**config.mk**
```make
export PLATFORM = sky130hd
export DESIGN_NAME = rgb_to_hsl_converter
export DESIGN_NICKNAME = d
export VERILOG_FILES = /design/src/rtl/rhc_pkg.sv /design/src/rtl/rhc_front.sv /design/src/rtl/rhc_cell.sv /design/src/rtl/rgb_to_hsl_converter.sv
export SDC_FILE = /design/constraint.sdc
export NUM_CORES = 2
export LEC_CHECK = 0
export BUFFER_PORTS_ARGS = -buffer_cell sky130_fd_sc_hd__buf_2
export CAP_MARGIN = 0
export CORE_MARGIN = 5
export CORE_UTILIZATION = 40
export DETAILED_ROUTE_END_ITERATION = 12
export PLACE_DENSITY = 0.53
export SETUP_SLACK_MARGIN = 0.1
export SYNTH_ARGS = -nofsm -noshare
export SYNTH_HDL_FRONTEND = slang
export SYNTH_SLANG_ARGS = --single-unit
```
**constraint.sdc**
```tcl
create_clock -name clk -period 8.13 [get_ports clk]
set_input_delay 1.626 -clock clk [delete_from_list [all_inputs] [get_ports clk]]
set_output_delay 1.626 -clock clk [all_outputs]
set_load 0.02 [all_outputs]
```
**src/rtl/rhc_pkg.sv**
```systemverilog
// ----------------------------------------------------------------------------
// rhc_pkg: shared types and constants for the rgb to hsl converter
// Channel widths, lane numbering of the divider chain and the fixed
// angles and scales of the hsl conversion.
// ----------------------------------------------------------------------------
package rhc_pkg;

	localparam int HUE_FRAC_BITS_DEF  = 6;
	localparam int UNIT_FRAC_BITS_DEF = 16;

	localparam int CH_W  = 8;   // one color channel
	localparam int REM_W = 9;   // partial remainder, holds any divisor up to 510

	// divider lanes that travel together down the chain
	localparam int LANES      = 2;
	localparam int LANE_HUE   = 0;
	localparam int LANE_SAT   = 1;

	localparam int CH_MAX     = 255;
	localparam int LIGHT_DIV  = 2 * CH_MAX;
	localparam int DEG_SECTOR = 60;
	localparam int DEG_FULL   = 360;

	// lightness is sum * 2^(UNIT_FRAC_BITS-1) / 255 by reciprocal multiply;
	// 17 extra fraction bits keep the error below 1/255 for any sum up to 510
	localparam int LIGHT_SHIFT = 17;

	typedef struct packed {
		logic            valid;
		logic            gray;
		logic [CH_W:0]   sum;
	} ctl_t;

endpackage

```
**src/rtl/rhc_front.sv**
```systemverilog
// ----------------------------------------------------------------------------
// rhc_front: pixel front end
// Finds max, min, chroma and sum of a pixel, loads the hue and saturation
// divider lanes with remainder, numerator and divisor and passes the sum on.
// ----------------------------------------------------------------------------
module rhc_front #(
	parameter int HUE_FRAC_BITS  = rhc_pkg::HUE_FRAC_BITS_DEF,
	parameter int UNIT_FRAC_BITS = rhc_pkg::UNIT_FRAC_BITS_DEF,
	parameter int STEPS          = 17
) (
	input  logic                                              clk,
	input  logic                                              arst_n,
	input  logic                                              take,
	input  logic [rhc_pkg::CH_W-1:0]                          red,
	input  logic [rhc_pkg::CH_W-1:0]                          green,
	input  logic [rhc_pkg::CH_W-1:0]                          blue,
	output rhc_pkg::ctl_t                                     ctl_s1,
	output logic [rhc_pkg::LANES-1:0][rhc_pkg::REM_W-1:0]     rem_s1,
	output logic [rhc_pkg::LANES-1:0][STEPS-1:0]              quo_s1,
	output logic [rhc_pkg::LANES-1:0][rhc_pkg::REM_W-1:0]     div_s1
);
	import rhc_pkg::*;

	localparam int XW = STEPS + REM_W;

	logic [CH_W-1:0]     mx;
	logic [CH_W-1:0]     mn;
	logic [CH_W-1:0]     chroma;
	logic [CH_W:0]       sum;
	logic [REM_W-1:0]    denom;
	logic signed [18:0]  num_red;
	logic signed [18:0]  num;
	logic [XW-1:0]       x_hue;
	logic [XW-1:0]       x_sat;

	always_comb begin
		mx = red;
		mn = red;
		if (green > mx) mx = green;
		if (blue > mx) mx = blue;
		if (green < mn) mn = green;
		if (blue < mn) mn = blue;
		chroma = mx - mn;
		sum    = {1'b0, mx} + {1'b0, mn};
		denom  = (sum <= 9'(CH_MAX)) ? sum : 9'(LIGHT_DIV) - sum;

		// sector of the largest channel, red wins ties over green, green over blue
		num_red = 19'(DEG_SECTOR) * ($signed({11'd0, green}) - $signed({11'd0, blue}));
		if (mx == red) begin
			num = num_red;
			if (num_red < 0) num = num_red + 19'(DEG_FULL) * $signed({11'd0, chroma});
		end else if (mx == green) begin
			num = 19'(2 * DEG_SECTOR) * $signed({11'd0, chroma})
				+ 19'(DEG_SECTOR) * ($signed({11'd0, blue}) - $signed({11'd0, red}));
		end else begin
			num = 19'(4 * DEG_SECTOR) * $signed({11'd0, chroma})
				+ 19'(DEG_SECTOR) * ($signed({11'd0, red}) - $signed({11'd0, green}));
		end

		x_hue   = XW'(num[16:0]) << HUE_FRAC_BITS;
		x_sat   = XW'(chroma) << UNIT_FRAC_BITS;
	end

	always_ff @(posedge clk or negedge arst_n) begin
		if (!arst_n) begin
			ctl_s1 <= '0;
		end else begin
			ctl_s1.valid <= take;
			ctl_s1.gray  <= (chroma == '0);
			ctl_s1.sum   <= sum;
		end
	end

	// quotient fits in STEPS bits, so the bits above them start as the remainder
	always_ff @(posedge clk) begin
		rem_s1[LANE_HUE]     <= x_hue[XW-1:STEPS];
		rem_s1[LANE_SAT]     <= x_sat[XW-1:STEPS];
		quo_s1[LANE_HUE]     <= x_hue[STEPS-1:0];
		quo_s1[LANE_SAT]     <= x_sat[STEPS-1:0];
		div_s1[LANE_HUE]     <= {1'b0, chroma};
		div_s1[LANE_SAT]     <= denom;
	end

endmodule

```
**src/rtl/rhc_cell.sv**
```systemverilog
// ----------------------------------------------------------------------------
// rhc_cell: one restoring division step for both lanes
// Shifts the next numerator bit into the remainder, subtracts the divisor
// when it fits and shifts the quotient bit into the low end of the word.
// ----------------------------------------------------------------------------
module rhc_cell #(
	parameter int STEPS = 17
) (
	input  logic                                          clk,
	input  logic                                          arst_n,
	input  rhc_pkg::ctl_t                                 ctl_i,
	input  logic [rhc_pkg::LANES-1:0][rhc_pkg::REM_W-1:0] rem_i,
	input  logic [rhc_pkg::LANES-1:0][STEPS-1:0]          quo_i,
	input  logic [rhc_pkg::LANES-1:0][rhc_pkg::REM_W-1:0] div_i,
	output rhc_pkg::ctl_t                                 ctl_q,
	output logic [rhc_pkg::LANES-1:0][rhc_pkg::REM_W-1:0] rem_q,
	output logic [rhc_pkg::LANES-1:0][STEPS-1:0]          quo_q,
	output logic [rhc_pkg::LANES-1:0][rhc_pkg::REM_W-1:0] div_q
);
	import rhc_pkg::*;

	logic [LANES-1:0][REM_W:0]     trial;
	logic [LANES-1:0]              fits;
	logic [LANES-1:0][REM_W-1:0]   rem_n;
	logic [LANES-1:0][STEPS-1:0]   quo_n;

	always_comb begin
		for (int l = 0; l < LANES; l++) begin
			trial[l] = {rem_i[l], quo_i[l][STEPS-1]};
			fits[l]  = (trial[l] >= {1'b0, div_i[l]});
			rem_n[l] = fits[l] ? REM_W'(trial[l] - {1'b0, div_i[l]}) : trial[l][REM_W-1:0];
			quo_n[l] = {quo_i[l][STEPS-2:0], fits[l]};
		end
	end

	always_ff @(posedge clk or negedge arst_n) begin
		if (!arst_n) begin
			ctl_q <= '0;
		end else begin
			ctl_q <= ctl_i;
		end
	end

	always_ff @(posedge clk) begin
		rem_q      <= rem_n;
		quo_q      <= quo_n;
		div_q      <= div_i;
	end

endmodule

```
**src/rtl/rgb_to_hsl_converter.sv**
```systemverilog
// ----------------------------------------------------------------------------
// rgb_to_hsl_converter: pipelined rgb to hsl color conversion
// Converts one 8-bit rgb pixel per clock into hue, saturation, lightness.
// ----------------------------------------------------------------------------
// usage:
//   a pixel beat on red/green/blue is taken at a clock edge with start high
//   and busy low; busy never rises, so a new pixel may come every cycle
//   the result beat shows on hue/saturation/lightness for one cycle with done
//   high, in the order the pixels came in; the receiver cannot stall it
//   a pixel is registered in the front stage and then in each division cell;
//   the outputs are combinational from the last cell
//   throughput is one pixel per cycle: a front stage finds max/min/chroma and
//   loads a row of division cells, one quotient bit per cell, with the hue
//   and saturation quotients moving side by side; the pixel sum rides along
//   and lightness comes from it by a reciprocal multiply at the output
//   hue is in 1/2^HUE_FRAC_BITS degree, saturation and lightness are unsigned
//   Q1.UNIT_FRAC_BITS; gray pixels give hue 0 and saturation 0
//   reset clears the valid flags of all stages, dropping beats in flight;
//   the datapath registers are not reset and keep their state
// ----------------------------------------------------------------------------
module rgb_to_hsl_converter #(
	parameter int HUE_FRAC_BITS  = rhc_pkg::HUE_FRAC_BITS_DEF,
	parameter int UNIT_FRAC_BITS = rhc_pkg::UNIT_FRAC_BITS_DEF
) (
	input  logic                          clk,
	input  logic                          arst_n,
	input  logic                          start,
	output logic                          busy,
	input  logic [rhc_pkg::CH_W-1:0]      red,
	input  logic [rhc_pkg::CH_W-1:0]      green,
	input  logic [rhc_pkg::CH_W-1:0]      blue,
	output logic                          done,
	output logic [HUE_FRAC_BITS+8:0]      hue,
	output logic [UNIT_FRAC_BITS:0]       saturation,
	output logic [UNIT_FRAC_BITS:0]       lightness
);
	import rhc_pkg::*;

	localparam int HUE_W   = HUE_FRAC_BITS + 9;
	localparam int UNIT_W  = UNIT_FRAC_BITS + 1;
	localparam int STEPS   = (HUE_W > UNIT_W) ? HUE_W : UNIT_W;
	localparam int LAT     = STEPS + 1;

	localparam int LMUL_W  = UNIT_FRAC_BITS + 9;
	localparam int PROD_W  = LMUL_W + CH_W + 1;
	localparam logic [LMUL_W-1:0] LIGHT_MUL =
		LMUL_W'(((64'd1 << (UNIT_FRAC_BITS - 1 + LIGHT_SHIFT)) + 64'd254) / 64'd255);

	ctl_t                               ctl [STEPS+1];
	logic [LANES-1:0][REM_W-1:0]        rem [STEPS+1];
	logic [LANES-1:0][STEPS-1:0]        quo [STEPS+1];
	logic [LANES-1:0][REM_W-1:0]        dvs [STEPS+1];
	logic [PROD_W-1:0]                  light_prod;

	assign busy = 1'b0;

	rhc_front #(
		.HUE_FRAC_BITS  (HUE_FRAC_BITS),
		.UNIT_FRAC_BITS (UNIT_FRAC_BITS),
		.STEPS          (STEPS)
	) u_front (
		.clk    (clk),
		.arst_n (arst_n),
		.take   (start && !busy),
		.red    (red),
		.green  (green),
		.blue   (blue),
		.ctl_s1 (ctl[0]),
		.rem_s1 (rem[0]),
		.quo_s1 (quo[0]),
		.div_s1 (dvs[0])
	);

	for (genvar k = 0; k < STEPS; k++) begin : g_cell
		rhc_cell #(
			.STEPS (STEPS)
		) u_cell (
			.clk    (clk),
			.arst_n (arst_n),
			.ctl_i  (ctl[k]),
			.rem_i  (rem[k]),
			.quo_i  (quo[k]),
			.div_i  (dvs[k]),
			.ctl_q  (ctl[k+1]),
			.rem_q  (rem[k+1]),
			.quo_q  (quo[k+1]),
			.div_q  (dvs[k+1])
		);
	end

	// sum / 510 as sum times a rounded-up reciprocal of 255
	assign light_prod = PROD_W'(ctl[STEPS].sum) * PROD_W'(LIGHT_MUL);

	// gray pixels divide by zero in the hue lane, so both fields are forced
	assign done       = ctl[STEPS].valid;
	assign hue        = ctl[STEPS].gray ? '0 : quo[STEPS][LANE_HUE][HUE_W-1:0];
	assign saturation = ctl[STEPS].gray ? '0 : quo[STEPS][LANE_SAT][UNIT_W-1:0];
	assign lightness  = light_prod[LIGHT_SHIFT +: UNIT_W];

`ifndef SYNTHESIS
	a_result_follows: assert property (@(posedge clk) disable iff (!arst_n)
		start && !busy |-> ##LAT done)
		else $error("accepted pixel did not produce a result beat");

	a_hue_range: assert property (@(posedge clk) disable iff (!arst_n)
		done |-> hue < HUE_W'(DEG_FULL << HUE_FRAC_BITS))
		else $error("hue at or above full turn");

	a_unit_range: assert property (@(posedge clk) disable iff (!arst_n)
		done |-> (saturation <= UNIT_W'(1 << UNIT_FRAC_BITS))
			&& (lightness <= UNIT_W'(1 << UNIT_FRAC_BITS)))
		else $error("saturation or lightness above one");

	a_gray_hue: assert property (@(posedge clk) disable iff (!arst_n)
		done && (saturation == '0) |-> hue == '0)
		else $error("zero saturation with nonzero hue");
`endif

endmodule
```
==> run metrics <==
CP bufs+invs=10; Detailed Route WL=91600 µm; share of Yosys cell area claimed by the top area cell type=37.5%; Clock Path Buffers=3; final setup margin=-0.753 ns; # H-tree levels=3; Die W=354 µm; post-route clock period utilization=109%; Die H=354 µm; failing checks=negative setup slack; Post-DRT Antenna Nets=0; status=finished, violations left; CTS clk-pin slew, worst paths=0.08 ns; global route overflow=0; fraction of registers with async set/reset=18.3%; Mapped Cells=4483; TritonCTS clock tree=built; Slew @ Worst Pin=1.01 ns; non-filler instance count after layout=6584; Warnings, synthesis=0; syn_nets=5102; final core occ=48.3%; DR iter-0 viols=1109; Final Hold Vio Count=0; vias in the first global route=31300; Worst path slowest cell=fa_1; Initial Utilization=40.2%; Clock Sinks=1082; largest net degree at the start of global routing=140; Worst Hold Endpoint=g_cell[12].u_cell.quo_q[24]; Reg2Reg Setup Slack=4.95 ns; worst-path fanout max=6; vias per cell=4.63; routed via count=30500; synth top area cells=dfxtp_1, ha_1, dfrtp_1; row cnt=126; Post-route DRC=0; Post-DP HPWL=70800 µm; CP startpoint kind=input port; RSZ-0062 raised after global routing=yes; Worst setup EP type=flop; PortBufs=76; initial antenna violation count=1; RePlAce Congestion=0.874; hold path startpoint=g_cell[11].u_cell.quo_q[23]; total of max-cap violations=0; Worst-Skew Late Latency=0.66 ns; first-pass GRT wire length=154000 µm; worst r2r src=g_cell[3].u_cell.div_q[0]; post-synthesis sequential area ratio=48.0%; dpl cells=6311; total die area=125000 µm²; Largest stage delay, worst path=0.45 ns; Synth cell types=88; Critical Path Most Common Cell=a21o_1; Root Buffer=clkbuf_16; Wirelength per Cell=13.9 µm; WS Path Type=in -> reg; area grow syn2layout=20.2%; Num CTS Buffers=103; f_max=113 MHz; Total GRT Usage=14.8%; CP delay by family, top=compound AO/OA/AOI/OAI gates; Tmin final=8.88 ns; fin nets=5583; Final Max Slew Viols=0; # IOs=78; top_reg_cell synth=dfxtp_1; most frequent cells after synthesis=dfxtp_1, inv_1, ha_1; Worst R2R Path Depth=11; class of the worst hold path=reg -> reg; Reg-to-Reg End=g_cell[4].u_cell.rem_q[7]; area of the multi-input gates=23100 µm²; DR pass1 iterations=7; register area=22700 µm²; crit path DAT=9.47 ns; cell taking the most area after synthesis=dfxtp_1; core area=118000 µm²; n_diodes=0; Syn Area/Cell=10.5 µm²; Seq cells post-synth=1082; cell area after synthesis=47200 µm²; top-count cell post-synth=dfxtp_1; CP required=8.72 ns; clk_skew=0.0262 ns; Worst slew margin=32.4%; final setup fails=17; FILL cells=10800; number of synthesized flops with an enable pin=0; hold depth=0; layout cells sized above 1=17.5%
==> cell families after synthesis <==
family,count (synthesis),share of synthesized area [%]
AO/OA/AOI/OAI,905,12.2
XOR/XNOR,350,6.55
multiplexers,107,2.41
flip-flops,1082,48.0
buffers and inverters,659,5.38
AND/OR/NAND/NOR,786,8.24
other,1,0.00794
adder cells (fa/ha/maj),593,17.2
==> cell type report <==
class,instances,share of cell area [%]
clock buffers,143,5.24
clock inverters,46,1.08
inverters,593,3.94
multi-input cells,2742,40.7
flip-flops and latches,1082,39.9
well taps,1536,3.38
repair buffers,442,5.75
==> metal layers <==
metal | part of all wire (%) | vias to the layer above | track usage (%)
met3 | 3.1 | 185 | 2.09
li1 | - | 15800 | -
met5 | 0.014 | - | 0
met1 | 45 | 14100 | 18.4
met4 | 2.9 | 2 | 4.58
met2 | 49 | 347 | 26.5
==> cells in the final DEF (no fill, tap or decap), types with 12 or more instances in the layout <==
master,netlist,routed
a211oi_1,20,19
a21o_1,232,231
a21oi_1,344,317
a21oi_2,3,22
and2_1,33,32
buf_2,2,70
buf_4,6,348
buf_6,3,19
bufinv_16,0,13
clkbuf_1,53,20
clkbuf_16,0,108
clkbuf_8,0,17
clkinv_2,0,22
dfrtp_1,198,198
dfxtp_1,884,884
fa_1,97,92
ha_1,495,461
ha_4,0,27
inv_1,590,571
inv_2,1,19
mux2_2,54,54
mux2i_1,53,47
nand2_1,88,84
nand2b_1,90,90
nand3_1,31,30
nand4_1,60,60
nor2_1,314,298
nor2b_1,90,87
nor3_1,28,24
o211a_1,17,16
o21ai_0,148,124
o21ai_1,2,12
o21ai_2,1,12
o21bai_1,41,38
or2_2,14,13
xnor2_1,248,235
xor2_1,100,96
==> what timing repair did <==
item / 4_1_cts / 5_1_grt
resized for setup: 129 / 92
cloned: 1 / 0
pin swaps: 59 / 63
setup endpoints to repair: 11 / 22
buffers inserted: 60 / 23
hold buffers: 0 / 0
==> worst max-delay path by stage <==
stage          startpoint           endpoint  slack, ns  cells after the start
2_1_floorplan    green[2]  u_front.rem_s1[5]      -1.42                     43
3_3_place_gp     green[7]  u_front.rem_s1[5]      -1.68                     43
3_5_place_dp     green[7]  u_front.rem_s1[5]      -1.87                     43
4_1_cts          green[4]  u_front.rem_s1[5]      -0.64                     44
5_1_grt            red[2]  u_front.rem_s1[5]      -1.10                     43
6_report           red[2]  u_front.rem_s1[5]      -0.75                     44
==> per-stage QoR <==
stage,hold slack [ns],worst slack [ns],TNS [ns],instance area (µm²)
4_1_cts,0.319,-0.644,-4.53,56100
6_report,0.319,-0.753,-7.46,56800
5_1_grt,0.324,-1.10,-12.79,56800
3_3_place_gp,0.310,-1.68,-13.07,51600
3_5_place_dp,0.312,-1.87,-14.21,51600
2_1_floorplan,0.310,-1.42,-6.88,47400
==> registers in the layout, indices dropped and copies added (netlist names) <==
| name | count |
|---|---|
| g_cell.u_cell.div_q | 256 |
| u_front.quo_s1 | 9 |
| g_cell.u_cell.quo_q | 309 |
| u_front.ctl_s1 | 11 |
| u_front.div_s1 | 9 |
| g_cell.u_cell.rem_q | 288 |
| u_front.rem_s1 | 13 |
| g_cell.u_cell.ctl_q | 187 |
Power is not shown: default switching activity piles up to over one toggle a cycle in this logic, so the estimate is an artifact.
